==> config.mk <==
export PLATFORM = sky130hd
export DESIGN_NAME = loss_plateau_detector
export DESIGN_NICKNAME = d
export VERILOG_FILES = /design/src/rtl/lpd_pkg.sv /design/src/rtl/loss_plateau_detector.sv
export SDC_FILE = /design/constraint.sdc
export NUM_CORES = 2
export LEC_CHECK = 0
export ABC_AREA = 1
export BUFFER_PORTS_ARGS = -buffer_cell sky130_fd_sc_hd__buf_2
export CELL_PAD_IN_SITES_DETAIL_PLACEMENT = 2
export CELL_PAD_IN_SITES_GLOBAL_PLACEMENT = 2
export CORE_UTILIZATION = 44
export CTS_CLUSTER_DIAMETER = 120
export DETAILED_ROUTE_END_ITERATION = 8
export HOLD_SLACK_MARGIN = 0.15
export PLACE_DENSITY = 0.95
export REMOVE_ABC_BUFFERS = 1
export SETUP_SLACK_MARGIN = 0.15
export SLEW_MARGIN = 20
export SYNTH_ARGS = -nofsm -noshare
export SYNTH_HDL_FRONTEND = slang
export SYNTH_SLANG_ARGS = --single-unit
export TNS_END_PERCENT = 20
==> constraint.sdc <==
create_clock -name clk -period 14.75 [get_ports clk]
set_input_delay 2.2125 -clock clk [delete_from_list [all_inputs] [get_ports clk]]
set_output_delay 2.2125 -clock clk [all_outputs]
set_load 0.005 [all_outputs]
==> src/rtl/lpd_pkg.sv <==
// ============================================================================
// Loss plateau detector package
// Shared widths, register indexes and reset values of the plateau detector.
// ============================================================================
`default_nettype none

package lpd_pkg;

    localparam int unsigned LOSS_W         = 32;
    localparam int unsigned WINDOW_DEFAULT = 10;
    localparam int unsigned ROOT_W         = 32;
    localparam int unsigned VAR_W          = 2 * ROOT_W;
    localparam int unsigned SQRT_REM_W     = ROOT_W + 4;

    localparam int unsigned CFG_IDX_W  = 8;
    localparam int unsigned CFG_DATA_W = 32;

    localparam logic [CFG_IDX_W-1:0] REG_TARGET_LOSS     = 8'd0;
    localparam logic [CFG_IDX_W-1:0] REG_SHAKE_THRESHOLD = 8'd1;

    localparam logic [LOSS_W-1:0] TARGET_LOSS_RESET     = 32'd0;
    localparam logic [LOSS_W-1:0] SHAKE_THRESHOLD_RESET = 32'd66;

endpackage

`default_nettype wire

==> src/rtl/loss_plateau_detector.sv <==
// ============================================================================
// Loss plateau detector
// Sliding-window population standard deviation of epoch losses, with stop
// and weight-shake flags.
// ============================================================================
// Usage:
// Each transaction on the loss channel (loss_valid, loss_stall, epoch_loss)
// carries one Q16.16 epoch loss and yields exactly one transaction on the
// result channel (std_dev, dev_valid, below_target, shake). The block raises
// loss_stall from the cycle after a transaction until its result has been
// loaded into the output register, so one loss is in work at a time.
// A loss below the target, or one that leaves fewer than two losses held,
// goes straight to the done state. Otherwise the block walks the window (one
// read and one 32x32 square per held loss), forms n*sum(x^2) - sum(x)^2 by
// shift-add, divides it by n^2 with a restoring division and takes its square
// root, where n is the number of held losses. The result register holds a
// valid result while result_stall is high; the block may finish the next
// loss meanwhile but waits there until the register is free. Reset empties
// the window, clears the kept deviation and loads the register defaults.
// Configuration writes are taken in every cycle.
// ============================================================================
`default_nettype none

module loss_plateau_detector #(
    parameter int unsigned WINDOW = lpd_pkg::WINDOW_DEFAULT
) (
    input  wire logic                           clk,
    input  wire logic                           rst_n,
    input  wire logic                           loss_valid,
    output logic                                loss_stall,
    input  wire logic [lpd_pkg::LOSS_W-1:0]     epoch_loss,
    output logic                                result_valid,
    input  wire logic                           result_stall,
    output logic [lpd_pkg::LOSS_W-1:0]          std_dev,
    output logic                                dev_valid,
    output logic                                below_target,
    output logic                                shake,
    input  wire logic                           cfg_valid,
    output logic                                cfg_ready,
    input  wire logic [lpd_pkg::CFG_IDX_W-1:0]  cfg_index,
    input  wire logic [lpd_pkg::CFG_DATA_W-1:0] cfg_data
);

    localparam int unsigned LOSS_W = lpd_pkg::LOSS_W;
    localparam int unsigned ROOT_W = lpd_pkg::ROOT_W;
    localparam int unsigned VAR_W  = lpd_pkg::VAR_W;
    localparam int unsigned SRW    = lpd_pkg::SQRT_REM_W;
    localparam int unsigned CNT_W  = $clog2(WINDOW + 1);
    localparam int unsigned IDX_W  = (WINDOW > 1) ? $clog2(WINDOW) : 1;
    localparam int unsigned SUM_W  = LOSS_W + CNT_W;
    localparam int unsigned SQ_W   = 2 * LOSS_W + CNT_W;
    localparam int unsigned NUM_W  = 2 * LOSS_W + 2 * CNT_W;
    localparam int unsigned DIV_W  = 2 * CNT_W;
    localparam int unsigned STEP_W = $clog2(NUM_W);

    localparam logic [CNT_W-1:0]  WIN_FULL     = CNT_W'(WINDOW);
    localparam logic [CNT_W-1:0]  MIN_HELD     = CNT_W'(2);
    localparam logic [IDX_W-1:0]  WIN_LAST_IDX = IDX_W'(WINDOW - 1);
    localparam logic [STEP_W-1:0] MULS_FIRST   = STEP_W'(SUM_W - 1);
    localparam logic [STEP_W-1:0] DIV_FIRST    = STEP_W'(NUM_W - 1);
    localparam logic [STEP_W-1:0] SQRT_FIRST   = STEP_W'(ROOT_W - 1);

    typedef enum logic [5:0] {
        ST_IDLE = 6'b000001,
        ST_WALK = 6'b000010,
        ST_MULS = 6'b000100,
        ST_DIV  = 6'b001000,
        ST_SQRT = 6'b010000,
        ST_DONE = 6'b100000
    } state_t;

    state_t                   state_reg, state_next;
    logic [LOSS_W-1:0]        target_reg, target_next;
    logic [LOSS_W-1:0]        thresh_reg, thresh_next;
    logic [CNT_W-1:0]         fill_reg, fill_next;
    logic [IDX_W-1:0]         slot_reg, slot_next;
    logic [ROOT_W-1:0]        dev_reg, dev_next;
    logic [CNT_W-1:0]         rd_idx_reg, rd_idx_next;
    logic                     rd_vld_reg, rd_vld_next;
    logic                     sq_vld_reg, sq_vld_next;
    logic [STEP_W-1:0]        step_reg, step_next;
    logic                     result_valid_reg, result_valid_next;

    logic [LOSS_W-1:0]        window_mem [WINDOW];
    logic [LOSS_W-1:0]        rd_data_reg;
    logic [2*LOSS_W-1:0]      sq_reg, sq_next;
    logic [SUM_W-1:0]         sum_reg, sum_next;
    logic [SQ_W-1:0]          qsum_reg, qsum_next;
    logic [SUM_W-1:0]         sbits_reg, sbits_next;
    logic [SUM_W-1:0]         nbits_reg, nbits_next;
    logic [DIV_W-1:0]         div_reg, div_next;
    logic [NUM_W-1:0]         num_reg, num_next;
    logic [DIV_W-1:0]         rem_reg, rem_next;
    logic [SRW-1:0]           srem_reg, srem_next;
    logic [ROOT_W-1:0]        root_reg, root_next;
    logic                     stop_reg, stop_next;
    logic [LOSS_W-1:0]        std_dev_reg, std_dev_next;
    logic                     dev_valid_reg, dev_valid_next;
    logic                     below_reg, below_next;
    logic                     shake_reg, shake_next;

    logic                     loss_acc;
    logic                     cfg_wr;
    logic                     mem_wr;
    logic                     rd_issue;
    logic [DIV_W:0]           rem_shift;
    logic                     div_ge;
    logic [SRW-1:0]           srem_shift;
    logic [SRW-1:0]           sqrt_trial;
    logic                     sqrt_ge;

    assign loss_stall   = (state_reg != ST_IDLE);
    assign loss_acc     = loss_valid && !loss_stall;
    assign cfg_ready    = 1'b1;
    assign cfg_wr       = cfg_valid && cfg_ready;
    assign result_valid = result_valid_reg;
    assign std_dev      = std_dev_reg;
    assign dev_valid    = dev_valid_reg;
    assign below_target = below_reg;
    assign shake        = shake_reg;

    assign rem_shift  = {rem_reg, num_reg[NUM_W-1]};
    assign div_ge     = (rem_shift >= {1'b0, div_reg});
    assign srem_shift = {srem_reg[SRW-3:0], num_reg[VAR_W-1 -: 2]};
    assign sqrt_trial = SRW'({root_reg, 2'b01});
    assign sqrt_ge    = (srem_shift >= sqrt_trial);

    always_comb
    begin
        state_next        = state_reg;
        target_next       = target_reg;
        thresh_next       = thresh_reg;
        fill_next         = fill_reg;
        slot_next         = slot_reg;
        dev_next          = dev_reg;
        rd_idx_next       = rd_idx_reg;
        rd_vld_next       = 1'b0;
        sq_vld_next       = 1'b0;
        step_next         = step_reg;
        result_valid_next = result_valid_reg;
        sq_next           = sq_reg;
        sum_next          = sum_reg;
        qsum_next         = qsum_reg;
        sbits_next        = sbits_reg;
        nbits_next        = nbits_reg;
        div_next          = div_reg;
        num_next          = num_reg;
        rem_next          = rem_reg;
        srem_next         = srem_reg;
        root_next         = root_reg;
        stop_next         = stop_reg;
        std_dev_next      = std_dev_reg;
        dev_valid_next    = dev_valid_reg;
        below_next        = below_reg;
        shake_next        = shake_reg;
        mem_wr            = 1'b0;
        rd_issue          = 1'b0;

        if (cfg_wr)
        begin
            case (cfg_index)
                lpd_pkg::REG_TARGET_LOSS:     target_next = cfg_data;
                lpd_pkg::REG_SHAKE_THRESHOLD: thresh_next = cfg_data;
                default: ;
            endcase
        end

        if (result_valid_reg && !result_stall)
        begin
            result_valid_next = 1'b0;
        end

        case (state_reg)
            ST_IDLE:
            begin
                if (loss_acc)
                begin
                    stop_next = (epoch_loss < target_reg);
                    if (epoch_loss < target_reg)
                    begin
                        state_next = ST_DONE;
                    end
                    else
                    begin
                        mem_wr    = 1'b1;
                        slot_next = (slot_reg == WIN_LAST_IDX) ? '0 : slot_reg + 1'b1;
                        fill_next = (fill_reg == WIN_FULL) ? fill_reg : fill_reg + 1'b1;
                        rd_idx_next = '0;
                        sum_next    = '0;
                        qsum_next   = '0;
                        state_next  = (fill_next >= MIN_HELD) ? ST_WALK : ST_DONE;
                    end
                end
            end
            ST_WALK:
            begin
                rd_issue    = (rd_idx_reg != fill_reg);
                rd_vld_next = rd_issue;
                if (rd_issue)
                begin
                    rd_idx_next = rd_idx_reg + 1'b1;
                end
                if (rd_vld_reg)
                begin
                    sum_next    = sum_reg + SUM_W'(rd_data_reg);
                    sq_next     = rd_data_reg * rd_data_reg;
                    sq_vld_next = 1'b1;
                end
                if (sq_vld_reg)
                begin
                    qsum_next = qsum_reg + SQ_W'(sq_reg);
                end
                if (!rd_issue && !rd_vld_reg && !sq_vld_reg)
                begin
                    div_next   = DIV_W'(fill_reg) * DIV_W'(fill_reg);
                    sbits_next = sum_reg;
                    nbits_next = SUM_W'(fill_reg);
                    num_next   = '0;
                    step_next  = MULS_FIRST;
                    state_next = ST_MULS;
                end
            end
            ST_MULS:
            begin
                num_next = (num_reg << 1)
                         + (nbits_reg[SUM_W-1] ? NUM_W'(qsum_reg) : '0)
                         - (sbits_reg[SUM_W-1] ? NUM_W'(sum_reg) : '0);
                sbits_next = sbits_reg << 1;
                nbits_next = nbits_reg << 1;
                if (step_reg == '0)
                begin
                    rem_next   = '0;
                    step_next  = DIV_FIRST;
                    state_next = ST_DIV;
                end
                else
                begin
                    step_next = step_reg - 1'b1;
                end
            end
            ST_DIV:
            begin
                rem_next = div_ge ? DIV_W'(rem_shift - {1'b0, div_reg}) : DIV_W'(rem_shift);
                num_next = {num_reg[NUM_W-2:0], div_ge};
                if (step_reg == '0)
                begin
                    srem_next  = '0;
                    root_next  = '0;
                    step_next  = SQRT_FIRST;
                    state_next = ST_SQRT;
                end
                else
                begin
                    step_next = step_reg - 1'b1;
                end
            end
            ST_SQRT:
            begin
                srem_next = sqrt_ge ? (srem_shift - sqrt_trial) : srem_shift;
                root_next = {root_reg[ROOT_W-2:0], sqrt_ge};
                num_next  = {num_reg[NUM_W-1:VAR_W], num_reg[VAR_W-3:0], 2'b00};
                if (step_reg == '0)
                begin
                    dev_next   = root_next;
                    state_next = ST_DONE;
                end
                else
                begin
                    step_next = step_reg - 1'b1;
                end
            end
            ST_DONE:
            begin
                if (!result_valid_reg || !result_stall)
                begin
                    result_valid_next = 1'b1;
                    std_dev_next      = dev_reg;
                    dev_valid_next    = (fill_reg >= MIN_HELD);
                    below_next        = stop_reg;
                    shake_next        = !stop_reg && (dev_reg != '0) && (dev_reg < thresh_reg);
                    state_next        = ST_IDLE;
                end
            end
            default:
            begin
                state_next = ST_IDLE;
            end
        endcase
    end

    always_ff @(posedge clk or negedge rst_n)
    begin
        if (!rst_n)
        begin
            state_reg        <= ST_IDLE;
            target_reg       <= lpd_pkg::TARGET_LOSS_RESET;
            thresh_reg       <= lpd_pkg::SHAKE_THRESHOLD_RESET;
            fill_reg         <= '0;
            slot_reg         <= '0;
            dev_reg          <= '0;
            rd_idx_reg       <= '0;
            rd_vld_reg       <= 1'b0;
            sq_vld_reg       <= 1'b0;
            step_reg         <= '0;
            result_valid_reg <= 1'b0;
        end
        else
        begin
            state_reg        <= state_next;
            target_reg       <= target_next;
            thresh_reg       <= thresh_next;
            fill_reg         <= fill_next;
            slot_reg         <= slot_next;
            dev_reg          <= dev_next;
            rd_idx_reg       <= rd_idx_next;
            rd_vld_reg       <= rd_vld_next;
            sq_vld_reg       <= sq_vld_next;
            step_reg         <= step_next;
            result_valid_reg <= result_valid_next;
        end
    end

    always_ff @(posedge clk)
    begin
        sq_reg        <= sq_next;
        sum_reg       <= sum_next;
        qsum_reg      <= qsum_next;
        sbits_reg     <= sbits_next;
        nbits_reg     <= nbits_next;
        div_reg       <= div_next;
        num_reg       <= num_next;
        rem_reg       <= rem_next;
        srem_reg      <= srem_next;
        root_reg      <= root_next;
        stop_reg      <= stop_next;
        std_dev_reg   <= std_dev_next;
        dev_valid_reg <= dev_valid_next;
        below_reg     <= below_next;
        shake_reg     <= shake_next;
    end

    always_ff @(posedge clk)
    begin
        if (mem_wr)
        begin
            window_mem[slot_reg] <= epoch_loss;
        end
        if (rd_issue)
        begin
            rd_data_reg <= window_mem[rd_idx_reg[IDX_W-1:0]];
        end
    end

    a_fill_bound: assert property (@(posedge clk) disable iff (!rst_n)
        fill_reg <= WIN_FULL)
        else $error("Fill count exceeds the window depth.");

    a_slot_bound: assert property (@(posedge clk) disable iff (!rst_n)
        slot_reg <= WIN_LAST_IDX)
        else $error("Write slot is outside the window.");

    a_stop_keeps_fill: assert property (@(posedge clk) disable iff (!rst_n)
        (loss_acc && (epoch_loss < target_reg)) |=> $stable(fill_reg))
        else $error("A loss below target changed the window fill.");

    a_result_from_done: assert property (@(posedge clk) disable iff (!rst_n)
        $rose(result_valid) |-> $past(state_reg == ST_DONE))
        else $error("Result became valid outside the final state.");

    a_quotient_fits: assert property (@(posedge clk) disable iff (!rst_n)
        ((state_reg == ST_SQRT) && $past(state_reg == ST_DIV))
            |-> (num_reg[NUM_W-1:VAR_W] == '0))
        else $error("Variance quotient does not fit the root input.");

endmodule

`default_nettype wire
==> results.md, run 1 <==
* Status: aborted with a tool error
* Last step reached: global routing (5_1_grt)
* Log Error: [ERROR GRT-0232] Routing congestion too high. Check the congestion heatmap in the GUI.
* Post-synthesis register bit count at ~900
* Chip width at between 400 and 500 um
* Resized cells post-CTS at 0
* Synthesis Warnings at 0
* Post-synth cell types at between 60 and 70
* Sink Count at 904
* Hold-fix buffers, CTS at 0
* Post-Syn Area per Cell at 8.24 um2
* H-tree levels at 3
* CTS root buf: clkbuf_16
* Cts bufs inserted at 108
* Main synth FF type: edfxtp_1
* Gr usage total at 75.6%
* Initial antenna violation count at roughly 110
* Async set or reset register ratio after synthesis at a little over an eighth
* RePlAce Congestion at about 0.96
* Cells after synthesis at about 10000
* Initial Util at about 44%
* Largest net degree at the start of global routing at roughly 110
* Mapped cell area at between 80000 and 90000 um2
* Row cnt at between 150 and 200
* Remaining Overflow, GRT at roughly 240
* Sequential area share after synthesis at between 30 and 40%
* Die height at between 400 and 500 um
* Post-CTS Setup Inserts at 0
* Max clock buf depth at 3
* IO Pins at roughly 120
* Number of synthesized flops with an enable pin at 780
* Port-buffer cells at roughly 110
* Worst slack at placement at about 6.4 ns
* DP HPWL at between 300 and 400 mm
## cells in the mapped netlist (52+ instances only)
| library cell | n | share of area (%) |
|---|---|---|
| ha_1 | 610 | 9.0 |
| clkbuf_1 | 166 | 0.73 |
| fa_1 | 830 | 20 |
| edfxtp_1 | 780 | 28 |
| o21bai_1 | 60 | 0.53 |
| nand2_1 | 2375 | 11 |
| nand3_1 | 299 | 1.8 |
| inv_1 | 2375 | 11 |
| nor2_1 | 972 | 4.3 |
| a21oi_1 | 546 | 3.2 |
| xor2_1 | 80 | 0.83 |
| o21ai_0 | 438 | 2.6 |
| dfrtp_1 | 121 | 3.6 |
| o21ai_1 | 52 | 0.31 |
| nor3_1 | 72 | 0.42 |
## kinds of logic after synthesis
family	share of synthesized area [%]
AO/OA/AOI/OAI	8.94
multiplexers	0.0118
XOR/XNOR	1.34
AND/OR/NAND/NOR	18.0
adder cells (fa/ha/maj)	28.6
other	0.00442
flip-flops	31.3
buffers and inverters	11.9
## per-layer routing
| layer | GRT usage, % | overflow |
|---|---|---|
| met1 | 73.8 | 8 |
| met2 | 91.1 | 102 |
| met5 | 35.0 | 3 |
| met4 | 77.2 | 120 |
| met3 | 62.4 | 8 |
## per-stage QoR
stage	cells	area, um2
CTS	12900	91700
global placement	12700	88100
detailed placement	12700	88100
floorplan	10000	83700
==> inputs of run 2 (changes only) <==
CELL_PAD_IN_SITES_DETAIL_PLACEMENT = default   (was 2)
CELL_PAD_IN_SITES_GLOBAL_PLACEMENT = default   (was 2)
CORE_UTILIZATION = 30   (was 44)
CTS_CLUSTER_DIAMETER = default   (was 120)
HOLD_SLACK_MARGIN = default   (was 0.15)
PLACE_DENSITY = default   (was 0.95)
PLACE_DENSITY_LB_ADDON = 0.15   (was default)
SETUP_SLACK_MARGIN = default   (was 0.15)
==> results.md, run 2 <==
* Status: finished, final reports clean
* Die Area at approximately 290000 um2
* Synth top area share at 27.6% (unchanged)
* Flip-flop count of the largest register after layout at between 300 and 400
* Remaining Overflow, GRT at 0
* Reg area at 26500 um2
* Sequential area share after synthesis at 31.3% (unchanged)
* RePlAce Congestion at 0.949 (-1.2%)
* Number of synthesized flops with an enable pin at 780 (unchanged)
* Resized cells post-CTS at 0 (unchanged)
* First-pass GRT wire length at 431 mm
* Final WL at between 200 and 300 mm
* Synthesis Warnings at 0 (unchanged)
* Mapped cell area at 84900 um2 (unchanged)
* CP Buf/Inv Count at 7
* Minimum clock period at 7.92 ns
* Slowest-stage cell, CP: fa_1
* Post-synthesis register bit count at 904 (unchanged)
* Largest net degree at the start of global routing at 79
* Initial antenna violation count at 20
* DRT iter0 DRCs at ~4900
* Cells after synthesis at 10300 (unchanged)
* Max clock buf depth at 3 (unchanged)
* Gr usage total at between 10% and 20%
* ANT nets after route at 0
* CTS tree: built
* CP most frequent cell: fa_1
* DP HPWL at 217 mm (-31%)
* Setup violators final at 0
* Synth area leader: edfxtp_1
* Max-cap violations at 0
* First-pass iteration count of the detailed router at 6
* Hold Vio Cnt, Final at 0
* Main synth FF type: edfxtp_1
* Actual slew at the worst max-slew pin at approximately 1.1 ns
* Slowest Stage Delay on Critical Path at between 0.5 and 0.6 ns
* Port-buffer cells at 113 (unchanged)
* CP required at roughly 15 ns
* WS Path Type: register to register
* Async set or reset register ratio after synthesis at 13.7% (unchanged)
* WL per Instance at about 20 um
* Crit path cell chain: buf_4, buf_4, nand2_1, fa_1, fa_1, fa_1, fa_1, inv_1, fa_1, fa_1, fa_1, inv_1, fa_1, inv_1, ha_1, nand2_1, nor2_1, inv_1, nor2_1, inv_1, nor2_1, nand4_1, nand3b_1, xor2_1
* Crit start category: register
* Core area at roughly 280000 um2
* Max FO, Critical Path at 18
* Crit-path leading delay family: adder cells
* Fin Setup TNS at 0 ns
* Critical Path AT at about 8.5 ns
* Chip width at 534 um (+21%)
* Post-CTS Setup Inserts at 0 (unchanged)
* IO Pins at 115 (unchanged)
* Share of cells above drive strength 1 at 4.55%
* Row cnt at 194 (+21%)
* Initial Util at 30.3% (-14 points)
* Final Skew at 0.100 ns
* Filler Cell Count at between 20000 and 30000
* Crit. End Element: register
* H-tree levels at 3 (unchanged)
* Slew Limit Fails at 0
* Hold-fix buffers, CTS at 0 (unchanged)
* DR vias/cell at roughly 4.7
* CTS root buf: clkbuf_16
* Area Overhead vs Synth at 10.0%
* Net count reported at finish at ~12000
* RSZ-0062 raised after global routing: false
* Top cells by area, synth: edfxtp_1, fa_1, inv_1
* Via count at ~67000
* Worst-skew pair later-pin latency at roughly 0.80 ns
* Die height at 534 um (+21%)
* Rel. slew slack at between 20 and 30%
* Fmax at about 130 MHz
* Vias in the first global route at about 70000
* Commonest non-fill, non-tap cells in the layout: inv_1, nand2_1, nor2_1
* Multi-input logic area at approximately 48000 um2
* Reg2reg setup slack at 6.83 ns
* Post-synth cell types at 63 (unchanged)
* Cts bufs inserted at 109 (+0.93%)
* Reg clk slew, reported paths at 0.07 ns
* Final cycle utilization of the critical path at about 54%
* HP Class: register to register
* Top cells by count, synth: inv_1, nand2_1, nor2_1
* DR DRC count at 0
* Post-Syn Area per Cell at 8.24 um2 (unchanged)
* Sink Count at 904 (unchanged)
[run 2: cell counts after synthesis]
No cell type changed its count.
[run 2: layout make-up]
type                       instances  share of cell area (%)
clock buffer                     130                    3.03
sequential                       904                    28.4
inverter                        2384                    9.59
timing repair buffer             190                    1.25
multi-input combinational       6752                    51.9
antenna                            6                  0.0161
tap                             3724                    4.99
clock inverter                    75                   0.839
[run 2: layer usage]
| metal | routed length, um | GRT usage, % |
|---|---|---|
| met4 | 6710 | 4.41 |
| met3 | 13300 | 2.47 |
| met1 | 125000 | 26.3 |
| met2 | 136000 | 34.4 |
| met5 | 122 | 0 |
[run 2: logic make-up after synthesis]
| logic type | share of synthesized area [%] |
|---|---|
| other cells | 0.00442 |
| simple gates | 18.0 |
| mux | 0.0118 |
| flops | 31.3 |
| xor+xnor | 1.34 |
| compound gates | 8.94 |
| fa+ha+maj | 28.6 |
| buf+inv | 11.9 |
[run 2: per-stage QoR]
step           std cells  util [%]  hold slack [ns]  setup WS, ns  area (um2)
6_report           14200      33.3            0.481          6.83       93300
3_5_place_dp       14000      32.0            0.472          7.02       89700
3_3_place_gp       14000      32.0            0.470          6.95       89700
2_1_floorplan      10000         -            0.427          6.53       83700
5_1_grt            14200      33.3            0.500          6.66       93300
4_1_cts            14200      33.3            0.487          7.00       93300
[run 2: worst paths after layout]
check / startpoint / end / cells past startpoint
max in group asynchronous: rst_n / rd_idx_reg[0] / 2
min reg2reg: thresh_reg[1] / thresh_reg[1] / 2
max: rd_data_reg[9] / sq_reg[43] / 24
min: thresh_reg[1] / thresh_reg[1] / 2
max reg2reg: rd_data_reg[9] / sq_reg[43] / 24
min in group asynchronous: rst_n / dev_reg[23] / 1
[run 2: worst min-delay path, stage by stage (launching register included)]
cell,delay (ns)
dfstp_2,0.37
nand2_1,0.06
o21ai_1,0.05
Power of run 2 is left out: the tool's default activity adds up to more than one toggle a clock period on the data nets, which glitch-free logic cannot reach.
